File: src/label_canonical_form_under_permutations_macros.svh
// ----------------------------------------------------------------------------
// Assertion macros for label_canonical_form_under_permutations
// Shorthand for clocked implications with async active-low reset.
// ----------------------------------------------------------------------------
`ifndef LABEL_CANONICAL_FORM_UNDER_PERMUTATIONS_MACROS_SVH
`define LABEL_CANONICAL_FORM_UNDER_PERMUTATIONS_MACROS_SVH

// same-cycle implication
`define LCFP_ASSERT_SAME(lbl, clk, rstn, ante, cons, msg) \
  lbl: assert property (@(posedge clk) disable iff (!rstn) (ante) |-> (cons)) \
    else $error(msg);

// next-cycle implication
`define LCFP_ASSERT_NEXT(lbl, clk, rstn, ante, cons, msg) \
  lbl: assert property (@(posedge clk) disable iff (!rstn) (ante) |=> (cons)) \
    else $error(msg);

`endif

File: src/lcfp_pkg.sv
// ----------------------------------------------------------------------------
// lcfp_pkg
// Shared widths, codes and types of the canonical labeling block.
// ----------------------------------------------------------------------------
`timescale 1ns / 1ps

package lcfp_pkg;

  localparam int unsigned MaxSitesDef    = 16;
  localparam int unsigned MaxRowsDef     = 64;
  localparam int unsigned SpeciesBitsDef = 4;

  localparam int unsigned RowW      = 6;
  localparam int unsigned SiteW     = 4;
  localparam int unsigned SpecW     = 4;
  localparam int unsigned SitesCfgW = 5;
  localparam int unsigned RowsCfgW  = 7;
  localparam int unsigned CfgIdxW   = 8;
  localparam int unsigned CfgDataW  = 7;
  localparam int unsigned FixW      = 7;

  localparam logic [FixW-1:0] FixMax = 7'd127;

  typedef enum logic {
    FUNC_TABLE = 1'b0,
    FUNC_LABEL = 1'b1
  } func_e;

  typedef enum logic [CfgIdxW-1:0] {
    CFG_SITES = 8'd0,
    CFG_ROWS  = 8'd1
  } cfg_idx_e;

  typedef enum logic [1:0] {
    CMP_EQ = 2'd0,
    CMP_LT = 2'd1,
    CMP_GT = 2'd2
  } cmp_e;

  // commands from control to the scan engine
  typedef struct packed {
    logic tab_we;
    logic lab_we;
    logic start;
  } eng_cmd_t;

endpackage

File: src/lcfp_intf.sv
// ----------------------------------------------------------------------------
// lcfp channel interfaces
// Input item, result item and configuration write channels.
// ----------------------------------------------------------------------------
`timescale 1ns / 1ps

interface lcfp_in_if;
  logic       valid;
  logic       ready;
  logic       func;
  logic [5:0] row;
  logic [3:0] site;
  logic [3:0] source_site;
  logic [3:0] species;
  modport source(output valid, func, row, site, source_site, species, input ready);
  modport sink(input valid, func, row, site, source_site, species, output ready);
endinterface

interface lcfp_out_if;
  logic       valid;
  logic       ready;
  logic [3:0] out_site;
  logic [3:0] out_species;
  logic       all_distinct;
  logic       last;
  modport source(output valid, out_site, out_species, all_distinct, last, input ready);
  modport sink(input valid, out_site, out_species, all_distinct, last, output ready);
endinterface

interface lcfp_cfg_if;
  logic       valid;
  logic       ready;
  logic [7:0] index;
  logic [6:0] data;
  modport source(output valid, index, data, input ready);
  modport sink(input valid, index, data, output ready);
endinterface

File: src/label_canonical_form_under_permutations.sv
// ----------------------------------------------------------------------------
// label_canonical_form_under_permutations
// Lexicographically smallest image of a labeling under a permutation table.
// ----------------------------------------------------------------------------
// Table items (func 0) load one permutation entry each.
// Label items (func 1) store one site; the item for site sites_in_use-1
// starts a scan: every row is read from the table RAM one site per cycle
// through a three-stage read pipeline (table read, labeling and best-image
// read, compare and candidate write), and the first read of the next row
// waits until the pipeline has drained after the last read of a row, so
// the next row compares against the updated best image. The smaller image
// wins by swapping two banks of the best-image RAM.
// Results leave one site at a time (read, then load) while the sink is ready;
// input is taken again once the last result sits in the output register.
// all_distinct is set when exactly one row maps the labeling onto itself.
// ----------------------------------------------------------------------------
`timescale 1ns / 1ps
`include "label_canonical_form_under_permutations_macros.svh"

module label_canonical_form_under_permutations
  import lcfp_pkg::*;
#(
  parameter int unsigned MAX_SITES    = MaxSitesDef,
  parameter int unsigned MAX_ROWS     = MaxRowsDef,
  parameter int unsigned SPECIES_BITS = SpeciesBitsDef
) (
  input  logic      clk_i,
  input  logic      rst_ni,
  lcfp_in_if.sink   in_i,
  lcfp_cfg_if.sink  cfg_i,
  lcfp_out_if.source out_o
);

  localparam int unsigned SW = $clog2(MAX_SITES);
  localparam int unsigned NW = $clog2(MAX_SITES + 1);
  localparam int unsigned RW = $clog2(MAX_ROWS + 1);
  localparam int unsigned SB = SPECIES_BITS;

  typedef enum logic [3:0] {
    ST_IDLE = 4'b0001,
    ST_RUN  = 4'b0010,
    ST_RD   = 4'b0100,
    ST_LD   = 4'b1000
  } state_e;

  state_e state_q, state_d;

  logic [SitesCfgW-1:0] sites_q;
  logic [RowsCfgW-1:0]  rows_q;
  logic [NW-1:0]        n;
  logic [RW-1:0]        rows;
  logic [SW-1:0]        k_q, k_d;

  logic             in_acc, lab_ok, load, k_last;
  eng_cmd_t         cmd;
  logic             busy, flag;
  logic [SB-1:0]    rd_spec;

  logic             out_v_q;
  logic [3:0]       out_site_q, out_spec_q;
  logic             out_flag_q, out_last_q;

  // clamp the registers into their usable ranges
  always_comb begin
    if (sites_q == '0) n = NW'(1);
    else if (32'(sites_q) > MAX_SITES) n = NW'(MAX_SITES);
    else n = NW'(sites_q);
    if (rows_q == '0) rows = RW'(1);
    else if (32'(rows_q) > MAX_ROWS) rows = RW'(MAX_ROWS);
    else rows = RW'(rows_q);
  end

  assign cfg_i.ready = 1'b1;

  always_ff @(posedge clk_i or negedge rst_ni) begin
    if (!rst_ni) begin
      sites_q <= SitesCfgW'(16);
      rows_q  <= RowsCfgW'(64);
    end else if (cfg_i.valid) begin
      case (cfg_i.index)
        CFG_SITES: sites_q <= SitesCfgW'(cfg_i.data);
        CFG_ROWS:  rows_q  <= RowsCfgW'(cfg_i.data);
        default:   ;
      endcase
    end
  end

  assign in_i.ready = (state_q == ST_IDLE);
  assign in_acc     = in_i.valid && in_i.ready;
  assign lab_ok     = (in_i.func == FUNC_LABEL) && (NW'(in_i.site) < n)
                      && (32'(in_i.site) < MAX_SITES);

  assign cmd.tab_we = in_acc && (in_i.func == FUNC_TABLE);
  assign cmd.lab_we = in_acc && lab_ok;
  assign cmd.start  = cmd.lab_we && (NW'(in_i.site) == n - NW'(1));

  lcfp_engine #(
    .MAX_SITES(MAX_SITES), .MAX_ROWS(MAX_ROWS), .SPECIES_BITS(SPECIES_BITS)
  ) u_engine (
    .clk_i, .rst_ni,
    .cmd_i(cmd),
    .tab_row_i(in_i.row),
    .wr_site_i(in_i.site),
    .tab_src_i(in_i.source_site),
    .lab_spec_i(SB'(in_i.species)),
    .n_i(n),
    .rows_i(rows),
    .rd_k_i(k_q),
    .busy_o(busy),
    .rd_spec_o(rd_spec),
    .flag_o(flag)
  );

  // emission: read best image at k, then move it into the output register
  assign k_last = (NW'(k_q) == n - NW'(1));
  assign load   = (state_q == ST_LD) && (!out_v_q || out_o.ready);

  always_comb begin
    state_d = state_q;
    k_d     = k_q;
    case (state_q)
      ST_IDLE: if (cmd.start) state_d = ST_RUN;
      ST_RUN: begin
        k_d = '0;
        if (!busy) state_d = ST_RD;
      end
      ST_RD: state_d = ST_LD;
      ST_LD: begin
        if (load) begin
          if (k_last) begin
            state_d = ST_IDLE;
          end else begin
            k_d     = k_q + SW'(1);
            state_d = ST_RD;
          end
        end
      end
      default: state_d = ST_IDLE;
    endcase
  end

  always_ff @(posedge clk_i or negedge rst_ni) begin
    if (!rst_ni) begin
      state_q <= ST_IDLE;
      k_q     <= '0;
      out_v_q <= 1'b0;
    end else begin
      state_q <= state_d;
      k_q     <= k_d;
      if (load) out_v_q <= 1'b1;
      else if (out_o.ready) out_v_q <= 1'b0;
    end
  end

  always_ff @(posedge clk_i) begin
    if (load) begin
      out_site_q <= 4'(k_q);
      out_spec_q <= 4'(rd_spec);
      out_flag_q <= flag;
      out_last_q <= k_last;
    end
  end

  assign out_o.valid        = out_v_q;
  assign out_o.out_site     = out_site_q;
  assign out_o.out_species  = out_spec_q;
  assign out_o.all_distinct = out_flag_q;
  assign out_o.last         = out_last_q;

  `LCFP_ASSERT_SAME(a_busy_in_run, clk_i, rst_ni, busy, state_q == ST_RUN, "scan outside run")
  `LCFP_ASSERT_NEXT(a_start_busy, clk_i, rst_ni, cmd.start, busy, "scan did not start")
  `LCFP_ASSERT_NEXT(a_last_idle, clk_i, rst_ni, load && k_last,
                    state_q == ST_IDLE && out_o.last, "last result not closing")

endmodule

File: src/lcfp_ram.sv
// ----------------------------------------------------------------------------
// lcfp_ram
// Generic single-write, single-read RAM with registered read data.
// ----------------------------------------------------------------------------
`timescale 1ns / 1ps

module lcfp_ram #(
  parameter int unsigned WIDTH = 4,
  parameter int unsigned DEPTH = 16,
  localparam int unsigned AW   = $clog2(DEPTH)
) (
  input  logic             clk_i,
  input  logic             we_i,
  input  logic [AW-1:0]    waddr_i,
  input  logic [WIDTH-1:0] wdata_i,
  input  logic [AW-1:0]    raddr_i,
  output logic [WIDTH-1:0] rdata_o
);

  logic [WIDTH-1:0] mem [DEPTH];
  logic [WIDTH-1:0] rdata_q;

  always_ff @(posedge clk_i) begin
    if (we_i) begin
      mem[waddr_i] <= wdata_i;
    end
    rdata_q <= mem[raddr_i];
  end

  assign rdata_o = rdata_q;

endmodule

File: src/lcfp_engine.sv
// ----------------------------------------------------------------------------
// lcfp_engine
// Holds table, labeling and best image RAMs; scans all rows site by site.
// ----------------------------------------------------------------------------
`timescale 1ns / 1ps

module lcfp_engine
  import lcfp_pkg::*;
#(
  parameter int unsigned MAX_SITES    = MaxSitesDef,
  parameter int unsigned MAX_ROWS     = MaxRowsDef,
  parameter int unsigned SPECIES_BITS = SpeciesBitsDef,
  localparam int unsigned SW  = $clog2(MAX_SITES),
  localparam int unsigned NW  = $clog2(MAX_SITES + 1),
  localparam int unsigned RW  = $clog2(MAX_ROWS + 1),
  localparam int unsigned SB  = SPECIES_BITS
) (
  input  logic             clk_i,
  input  logic             rst_ni,
  input  eng_cmd_t         cmd_i,
  input  logic [RowW-1:0]  tab_row_i,
  input  logic [SiteW-1:0] wr_site_i,
  input  logic [SiteW-1:0] tab_src_i,
  input  logic [SB-1:0]    lab_spec_i,
  input  logic [NW-1:0]    n_i,
  input  logic [RW-1:0]    rows_i,
  input  logic [SW-1:0]    rd_k_i,
  output logic             busy_o,
  output logic [SB-1:0]    rd_spec_o,
  output logic             flag_o
);

  localparam int unsigned TD  = MAX_ROWS * MAX_SITES;
  localparam int unsigned TAW = $clog2(TD);
  localparam int unsigned RIW = (MAX_ROWS > 1) ? $clog2(MAX_ROWS) : 1;
  localparam int unsigned BD  = 2 * (1 << SW);

  // issue stage
  logic            run_q, iss_q;
  logic [RIW-1:0]  ir_q;
  logic [SW-1:0]   ik_q;
  logic [TAW-1:0]  base_q;
  // pipeline
  logic            s1_v_q, s2_v_q;
  logic [SW-1:0]   s1_k_q, s2_k_q;
  logic            s1_last_q, s2_last_q, s2_oor_q;
  // row state
  cmp_e            cmp_q, cur_cmp, nxt_cmp;
  logic            same_q, same_cur, same_nxt;
  logic            have_q, bank_q;
  logic [FixW-1:0] fix_q;

  logic [SiteW-1:0] perm_rd;
  logic [SB-1:0]    laba_rd, labb_rd, best_rd, img;
  logic             tab_ok;
  logic [TAW-1:0]   tab_waddr, perm_raddr;
  logic [SW:0]      best_raddr;
  logic             ik_last, row_done;

  assign tab_ok    = (32'(tab_row_i) < MAX_ROWS) && (32'(wr_site_i) < MAX_SITES);
  assign tab_waddr = TAW'(32'(tab_row_i) * MAX_SITES + 32'(wr_site_i));
  assign perm_raddr = TAW'(32'(base_q) + 32'(ik_q));
  assign ik_last   = (NW'(ik_q) == n_i - NW'(1));
  assign row_done  = run_q && !iss_q && !s1_v_q && !s2_v_q;

  lcfp_ram #(.WIDTH(SiteW), .DEPTH(TD)) u_perm (
    .clk_i, .we_i(cmd_i.tab_we && tab_ok), .waddr_i(tab_waddr), .wdata_i(tab_src_i),
    .raddr_i(perm_raddr), .rdata_o(perm_rd)
  );

  // two copies of the labeling: one read through the permutation, one in order
  lcfp_ram #(.WIDTH(SB), .DEPTH(MAX_SITES)) u_lab_a (
    .clk_i, .we_i(cmd_i.lab_we), .waddr_i(SW'(wr_site_i)), .wdata_i(lab_spec_i),
    .raddr_i(SW'(perm_rd)), .rdata_o(laba_rd)
  );

  lcfp_ram #(.WIDTH(SB), .DEPTH(MAX_SITES)) u_lab_b (
    .clk_i, .we_i(cmd_i.lab_we), .waddr_i(SW'(wr_site_i)), .wdata_i(lab_spec_i),
    .raddr_i(s1_k_q), .rdata_o(labb_rd)
  );

  // best image in one bank, candidate written into the other
  assign best_raddr = run_q ? {bank_q, s1_k_q} : {bank_q, rd_k_i};

  lcfp_ram #(.WIDTH(SB), .DEPTH(BD)) u_best (
    .clk_i, .we_i(s2_v_q), .waddr_i({~bank_q, s2_k_q}), .wdata_i(img),
    .raddr_i(best_raddr), .rdata_o(best_rd)
  );

  assign img = s2_oor_q ? '0 : laba_rd;

  always_comb begin
    cur_cmp  = (s2_k_q == '0) ? CMP_EQ : cmp_q;
    same_cur = (s2_k_q == '0) ? 1'b1 : same_q;
    same_nxt = same_cur && (img == labb_rd);
    case (cur_cmp)
      CMP_EQ: begin
        if (img < best_rd) nxt_cmp = CMP_LT;
        else if (img > best_rd) nxt_cmp = CMP_GT;
        else nxt_cmp = CMP_EQ;
      end
      default: nxt_cmp = cur_cmp;
    endcase
  end

  always_ff @(posedge clk_i or negedge rst_ni) begin
    if (!rst_ni) begin
      run_q  <= 1'b0;
      iss_q  <= 1'b0;
      ir_q   <= '0;
      ik_q   <= '0;
      base_q <= '0;
      s1_v_q <= 1'b0;
      s2_v_q <= 1'b0;
      cmp_q  <= CMP_EQ;
      same_q <= 1'b0;
      have_q <= 1'b0;
      bank_q <= 1'b0;
      fix_q  <= '0;
    end else begin
      s1_v_q <= iss_q;
      s2_v_q <= s1_v_q;
      if (cmd_i.start) begin
        run_q  <= 1'b1;
        iss_q  <= 1'b1;
        ir_q   <= '0;
        ik_q   <= '0;
        base_q <= '0;
        have_q <= 1'b0;
        fix_q  <= '0;
      end else if (iss_q) begin
        if (ik_last) iss_q <= 1'b0;
        else ik_q <= ik_q + SW'(1);
      end else if (row_done) begin
        if (RW'(ir_q) == rows_i - RW'(1)) begin
          run_q <= 1'b0;
        end else begin
          ir_q   <= ir_q + RIW'(1);
          base_q <= TAW'(32'(base_q) + MAX_SITES);
          ik_q   <= '0;
          iss_q  <= 1'b1;
        end
      end
      if (s2_v_q) begin
        cmp_q  <= nxt_cmp;
        same_q <= same_nxt;
        if (s2_last_q) begin
          if (!have_q || nxt_cmp == CMP_LT) begin
            bank_q <= ~bank_q;
            have_q <= 1'b1;
          end
          if (same_nxt && fix_q != FixMax) fix_q <= fix_q + FixW'(1);
        end
      end
    end
  end

  always_ff @(posedge clk_i) begin
    s1_k_q    <= ik_q;
    s1_last_q <= ik_last;
    s2_k_q    <= s1_k_q;
    s2_last_q <= s1_last_q;
    s2_oor_q  <= (NW'(perm_rd) >= n_i) || (32'(perm_rd) >= MAX_SITES);
  end

  assign busy_o    = run_q;
  assign rd_spec_o = best_rd;
  assign flag_o    = (fix_q == FixW'(1));

endmodule
File: src/flat_wrapper.sv
// flat-port wrapper written by rule: the top's interface ports become plain ports
module label_canonical_form_under_permutations_flat import lcfp_pkg::*;
#(
  parameter int unsigned MAX_SITES    = MaxSitesDef,
  parameter int unsigned MAX_ROWS     = MaxRowsDef,
  parameter int unsigned SPECIES_BITS = SpeciesBitsDef
)
  (clk_i, rst_ni, in_i_valid, in_i_func, in_i_row, in_i_site, in_i_source_site, in_i_species, in_i_ready, cfg_i_valid, cfg_i_index, cfg_i_data, cfg_i_ready, out_o_valid, out_o_out_site, out_o_out_species, out_o_all_distinct, out_o_last, out_o_ready);
  lcfp_in_if in_i_i ();
  lcfp_cfg_if cfg_i_i ();
  lcfp_out_if out_o_i ();
  input  logic clk_i;
  input  logic rst_ni;
  input wire logic [$bits(in_i_i.valid)-1:0] in_i_valid;
  input wire logic [$bits(in_i_i.func)-1:0] in_i_func;
  input wire logic [$bits(in_i_i.row)-1:0] in_i_row;
  input wire logic [$bits(in_i_i.site)-1:0] in_i_site;
  input wire logic [$bits(in_i_i.source_site)-1:0] in_i_source_site;
  input wire logic [$bits(in_i_i.species)-1:0] in_i_species;
  output wire logic [$bits(in_i_i.ready)-1:0] in_i_ready;
  input wire logic [$bits(cfg_i_i.valid)-1:0] cfg_i_valid;
  input wire logic [$bits(cfg_i_i.index)-1:0] cfg_i_index;
  input wire logic [$bits(cfg_i_i.data)-1:0] cfg_i_data;
  output wire logic [$bits(cfg_i_i.ready)-1:0] cfg_i_ready;
  output wire logic [$bits(out_o_i.valid)-1:0] out_o_valid;
  output wire logic [$bits(out_o_i.out_site)-1:0] out_o_out_site;
  output wire logic [$bits(out_o_i.out_species)-1:0] out_o_out_species;
  output wire logic [$bits(out_o_i.all_distinct)-1:0] out_o_all_distinct;
  output wire logic [$bits(out_o_i.last)-1:0] out_o_last;
  input wire logic [$bits(out_o_i.ready)-1:0] out_o_ready;
  assign in_i_i.valid = in_i_valid;
  assign in_i_i.func = in_i_func;
  assign in_i_i.row = in_i_row;
  assign in_i_i.site = in_i_site;
  assign in_i_i.source_site = in_i_source_site;
  assign in_i_i.species = in_i_species;
  assign in_i_ready = in_i_i.ready;
  assign cfg_i_i.valid = cfg_i_valid;
  assign cfg_i_i.index = cfg_i_index;
  assign cfg_i_i.data = cfg_i_data;
  assign cfg_i_ready = cfg_i_i.ready;
  assign out_o_valid = out_o_i.valid;
  assign out_o_out_site = out_o_i.out_site;
  assign out_o_out_species = out_o_i.out_species;
  assign out_o_all_distinct = out_o_i.all_distinct;
  assign out_o_last = out_o_i.last;
  assign out_o_i.ready = out_o_ready;
  label_canonical_form_under_permutations #(.MAX_SITES(MAX_SITES), .MAX_ROWS(MAX_ROWS), .SPECIES_BITS(SPECIES_BITS)) u_core (.clk_i(clk_i), .rst_ni(rst_ni), .in_i(in_i_i), .cfg_i(cfg_i_i), .out_o(out_o_i));
endmodule
File: config.mk
export PLATFORM = sky130hd
export DESIGN_NAME = label_canonical_form_under_permutations_flat
export DESIGN_NICKNAME = d
export VERILOG_FILES = /design/src/lcfp_pkg.sv /design/src/lcfp_intf.sv /design/src/label_canonical_form_under_permutations.sv /design/src/lcfp_ram.sv /design/src/lcfp_engine.sv /design/src/flat_wrapper.sv
export VERILOG_INCLUDE_DIRS = /design/src /design/src/src
export SDC_FILE = /design/constraint.sdc
export NUM_CORES = 2
export LEC_CHECK = 0
export BUFFER_PORTS_ARGS = -buffer_cell sky130_fd_sc_hd__buf_4
export CAP_MARGIN = 10
export CORE_UTILIZATION = 40
export CTS_CLUSTER_DIAMETER = 200
export DETAILED_ROUTE_END_ITERATION = 7
export MAX_ROUTING_LAYER = met4
export SETUP_SLACK_MARGIN = 0.1
export SLEW_MARGIN = 20
export SYNTH_ARGS = -nofsm -noshare
export SYNTH_HDL_FRONTEND = slang
export SYNTH_MEMORY_MAX_BITS = 65536
export SYNTH_SLANG_ARGS = --single-unit
File: constraint.sdc
create_clock -name clk_i -period 4.5 [get_ports clk_i]
set_input_delay 0.45 -clock clk_i [delete_from_list [all_inputs] [get_ports clk_i]]
set_output_delay 0.45 -clock clk_i [all_outputs]
set_load 0.005 [all_outputs]
==> summary.md <==
The flow ran to the end, and the final reports show no timing, DRC or antenna violations. Counting every net in the synthesized netlist gives 8954. The run gives 61.0 nW as the leakage dissipation.

The number of cells traversed by the worst hold path was 4; the delay of the slowest cell on the worst path was 770 ps. Wires add up to 507 mm. The clock period could shrink to 4440 ps. Global routing used 23.2% of the available tracks. The total buffers and inverters traversed by the critical path was 2; the proportion of synthesized flip-flops having asynchronous set or reset was 1.21%.

The global-route wire length before repair was 711 mm. After clock tree synthesis, the clock-pin slew on the worst setup and hold paths is 60 ps. Dividing the detail-routed wire length by the instance count gives 33.0 µm. TritonCTS created 440 clock buffers.

The y dimension of the die was 664 µm; the initial cell density of the core was 40.3%. For the number of global-route vias before repair, the log shows 91946. Yosys attributes the largest share of cell area to sky130_fd_sc_hd__edfxtp_1 74%, sky130_fd_sc_hd__mux4_2 12%, sky130_fd_sc_hd__mux2i_1 2.5%. The run gives 0 as the final max-slew violation count. At the end of the flow the core is filled with cells to 45.6%. The run gives 4378 as the count of clock tree sinks.

Setup repair after global routing left no endpoint under its margin. For the pin with the worst max-slew slack, the measured transition is 1200 ps. Per-instance average area after synthesis: 19.7 µm². The tools report the accumulated negative setup slack as 0 ps.

The final layout contains 9287 nets. Worst hold path class: input pin to flop. Hold violation total from the final report: 0. Cell type contributing the most total cell area after synthesis: sky130_fd_sc_hd__edfxtp_1.

The internal power of the cells totals 73.5 mW. Port buffering added 50 buffers. Setup violations remaining at the end of the flow were counted as 0. Routability-driven placement finished with a final weighted congestion of 0.873. The cell count after synthesis was 8895. TritonCTS built the clock tree. The worst max-slew margin expressed relative to the limit is 20.0%, and the worst clock skew is 40.3 ps. The die covers 441000 µm². The pre-antenna-repair detailed-routing pass consisted of 6 iterations. Maximum resistive drop on vdd: 369 µV. The detail route stage leaves a number of antenna-violating nets equal to 0. STA classifies the critical path startpoint as a flop.

The fraction of the cycle the final worst path needs came out at 98.7%. The tools report the destination of the worst hold path as u_core.rows_q[6]. The number of buffers added for setup after CTS was 0.

The net switching component of the power is 27.8 mW, and the number of warnings printed during yosys synthesis is 0. The minimum setup slack among reg-to-reg paths was 60 ps. The layout-stage area growth over the synthesis result works out to 13.1%.

The setup slack at placement is -89.2 ps. Half-perimeter wire length after placement: 307 mm. Data on the critical path arrives at its endpoint at 5320 ps. After synthesis the netlist holds a flip-flop and latch count of 4378. The run gives 4 as the buffer depth of the longest clock path. The clock root buffer was sky130_fd_sc_hd__clkbuf_16. Number of enable flip-flop cells after synthesis: 4298.

The prevailing post-synth register cell is sky130_fd_sc_hd__edfxtp_1. The floorplan step set the die width to 664 µm. The share of synthesized area in the top cell type comes to 73.6%.

Sequential cells account for 45.2% of the total power. For the worst-skew pair, the clock arrives at the later sink with an insertion delay of 990 ps. The logs give 12340 for the iteration-0 DRC count of the detailed router and 35.8% for the part of the total power dissipated in the clock network. Total number of vias: 92057. In the routed design, unresolved DRC markers number 0. Counting cells, the worst reg-to-reg path comes to 10. Endpoint of the most critical register-to-register path: u_core.u_engine.u_perm.rdata_o[0]. Of all nets on the critical path, the largest fanout is 42.

The critical path goes through buf_12 -> mux4_1 -> a22o_1 -> a221oi_1 -> o22ai_1 -> nor4b_1 -> o32a_1 -> nor4b_2 -> buf_4 -> a31o_1. In this run, the combinational gates consume 19.0% of the power. For the worst setup path, the data required time is 5390 ps. The total core area was 435000 µm²; the final total power was 101 mW. Of the synthesized area, sequential elements account for 74.7%. The worst-case setup margin in the final layout came out at 60.2 ps. During I/O placement, the number of pins put on the boundary was 52.

The critical path is of the flop to flop type. After synthesis the cells add up to 175000 µm². Share of layout cells above drive strength 1: 23.2%. The slowest stage of the critical path is the sky130_fd_sc_hd__dfrtp_4 cell. Derived from the worst setup path, the maximum achievable clock frequency is 0.225 GHz. The global-route congestion overflow total is 0.

In this run the critical register-to-register path is launched from u_core.u_engine.ik_q[0]. The site row count is 242. The start point of the worst hold path was cfg_i_index[5]. The detailed-route vias per instance was 6.00. Synthesis instantiated 94 different standard cells from the library.

The fraction of power spent switching nets came out at 27.4%. In this run the power density over the cells is 511 nW/µm². The initial antenna violation count was 43.

The H-tree generated during clock tree synthesis spans 5 levels. By count the netlist is led by 4298 x sky130_fd_sc_hd__edfxtp_1, 1142 x sky130_fd_sc_hd__nor2_1, 938 x sky130_fd_sc_hd__mux4_2. Entering global routing, the biggest net connects 202 pins.

By instance count, the leading cell after synthesis is sky130_fd_sc_hd__edfxtp_1. Max-cap violations in this run came to 0. In this design, the largest share of critical-path delay is due to compound AO/OA/AOI/OAI gates.

STA classifies the critical path endpoint as a flop.
[power groups by stage]
stage               Sequential (mW)  Clock, mW  Combinational, mW
global route                   45.8       38.1               19.8
global placement               46.7          0               18.9
detailed placement             46.7          0               19.0
floorplan                      46.2          0               11.6
finish                         45.8       36.2               19.2
CTS                            45.8       36.6               19.1
[layout by cell type, fill, tap and decap left out, types with 28 or more instances in the layout]
master | netlist | routed
sky130_fd_sc_hd__o22ai_1 | 35 | 35
sky130_fd_sc_hd__mux4_1 | 78 | 78
sky130_fd_sc_hd__edfxtp_1 | 4298 | 4298
sky130_fd_sc_hd__a221oi_1 | 83 | 82
sky130_fd_sc_hd__o21ai_0 | 98 | 93
sky130_fd_sc_hd__buf_4 | 40 | 377
sky130_fd_sc_hd__a22oi_1 | 73 | 73
sky130_fd_sc_hd__buf_12 | 40 | 113
sky130_fd_sc_hd__clkbuf_1 | 258 | 84
sky130_fd_sc_hd__mux2i_1 | 436 | 433
sky130_fd_sc_hd__a31oi_1 | 29 | 29
sky130_fd_sc_hd__nand3_1 | 44 | 43
sky130_fd_sc_hd__a21oi_1 | 142 | 141
sky130_fd_sc_hd__nand2_4 | 0 | 32
sky130_fd_sc_hd__inv_1 | 30 | 30
sky130_fd_sc_hd__nor2_1 | 1142 | 1135
sky130_fd_sc_hd__bufinv_16 | 0 | 39
sky130_fd_sc_hd__nor3_1 | 61 | 59
sky130_fd_sc_hd__mux2_2 | 49 | 49
sky130_fd_sc_hd__dfrtp_1 | 50 | 44
sky130_fd_sc_hd__clkbuf_16 | 0 | 452
sky130_fd_sc_hd__nand2_1 | 242 | 210
sky130_fd_sc_hd__clkinv_2 | 0 | 90
sky130_fd_sc_hd__mux4_2 | 938 | 938
sky130_fd_sc_hd__nand2b_1 | 28 | 28
sky130_fd_sc_hd__clkinv_1 | 1 | 96
[timing repair]
| item | 4_1_cts | 5_1_grt |
|---|---|---|
| hold endpoints to repair | 201 | 0 |
| hold buffers | 18 | 0 |
| gates resized for setup | 5 | 3 |
| setup endpoints to repair | 2 | 2 |
| cloned | 0 | 0 |
[stage by stage]
step	instances	area (µm²)	hold slack (ps)
after floorplan	8895	175000	154
after global placement	14500	184000	343
after detailed placement	14502	184000	338
after CTS	15328	198000	19.7
after global routing	15338	198000	78.8
final	15350	198000	87.8
[flip-flops by register name, summed over array words and instances, names as in the netlist, 5 cells and up]
register                     count
u_core.rows_q                    7
u_core.sites_q                   5
u_core.u_engine.base_q           6
u_core.u_engine.fix_q            7
u_core.u_engine.ir_q             6
u_core.u_engine.u_best.mem     128
u_core.u_engine.u_lab_b.mem     64
u_core.u_engine.u_perm.mem    4096
[logic make-up (layout without fill, tap and decap cells)]
kind of cell | Yosys count | in the layout | synth area share, %
xor gates and xnor gates | 33 | 33 | 0.165
and+or+nand+nor | 1642 | 1642 | 3.86
AOI/OAI and AO/OA | 664 | 664 | 2.66
adders and majority gates | 20 | 20 | 0.143
other | 1 | 23 | 0.00214
DFF | 4378 | 4378 | 74.7
buffers and inverters | 656 | 1355 | 2.47
muxes | 1501 | 1501 | 16.0
[per-layer routing]
layer  vias up  wire, µm  global-route usage [%]
met4         0     18900                    7.94
met5         -         0                       -
li1      36930         -                       -
met1     48910    196000                    30.6
met2      5355    241000                    36.0
met3       862     50300                    4.78
[worst min-delay path: cells and delay by family]
| kind | cells | cell delay [ps] |
|---|---|---|
| buffers and inverters | 1 | 80 |
| muxes | 1 | 210 |
| and+or+nand+nor | 2 | 300 |
[how the worst max path moves through the flow]
stage,start,endpoint,slack [ps],depth (start not counted)
floorplan,u_core.rows_q[3],u_core.u_engine.ik_q[0],1360,13
global placement,u_core.u_engine.ik_q[1],u_core.u_engine.u_perm.rdata_o[3],-440,14
detailed placement,u_core.u_engine.ik_q[0],u_core.u_engine.u_perm.rdata_o[0],-90,12
CTS,u_core.u_engine.ik_q[0],u_core.u_engine.u_perm.rdata_o[3],140,9
global route,u_core.u_engine.ik_q[0],u_core.u_engine.u_perm.rdata_o[0],100,11
finish,u_core.u_engine.ik_q[0],u_core.u_engine.u_perm.rdata_o[0],60,10
[cell type report]
type	count	area [µm²]
Tap cell	5734	7170
Inverter	34	145
Clock inverter	264	2440
Sequential cell	4378	131000
Timing Repair Buffer	513	5340
Clock buffer	544	11700
Fill cell	36236	237000
Multi-Input combinational cell	3861	40500
Antenna cell	22	55.1
Power figures use the tool's default switching activity.
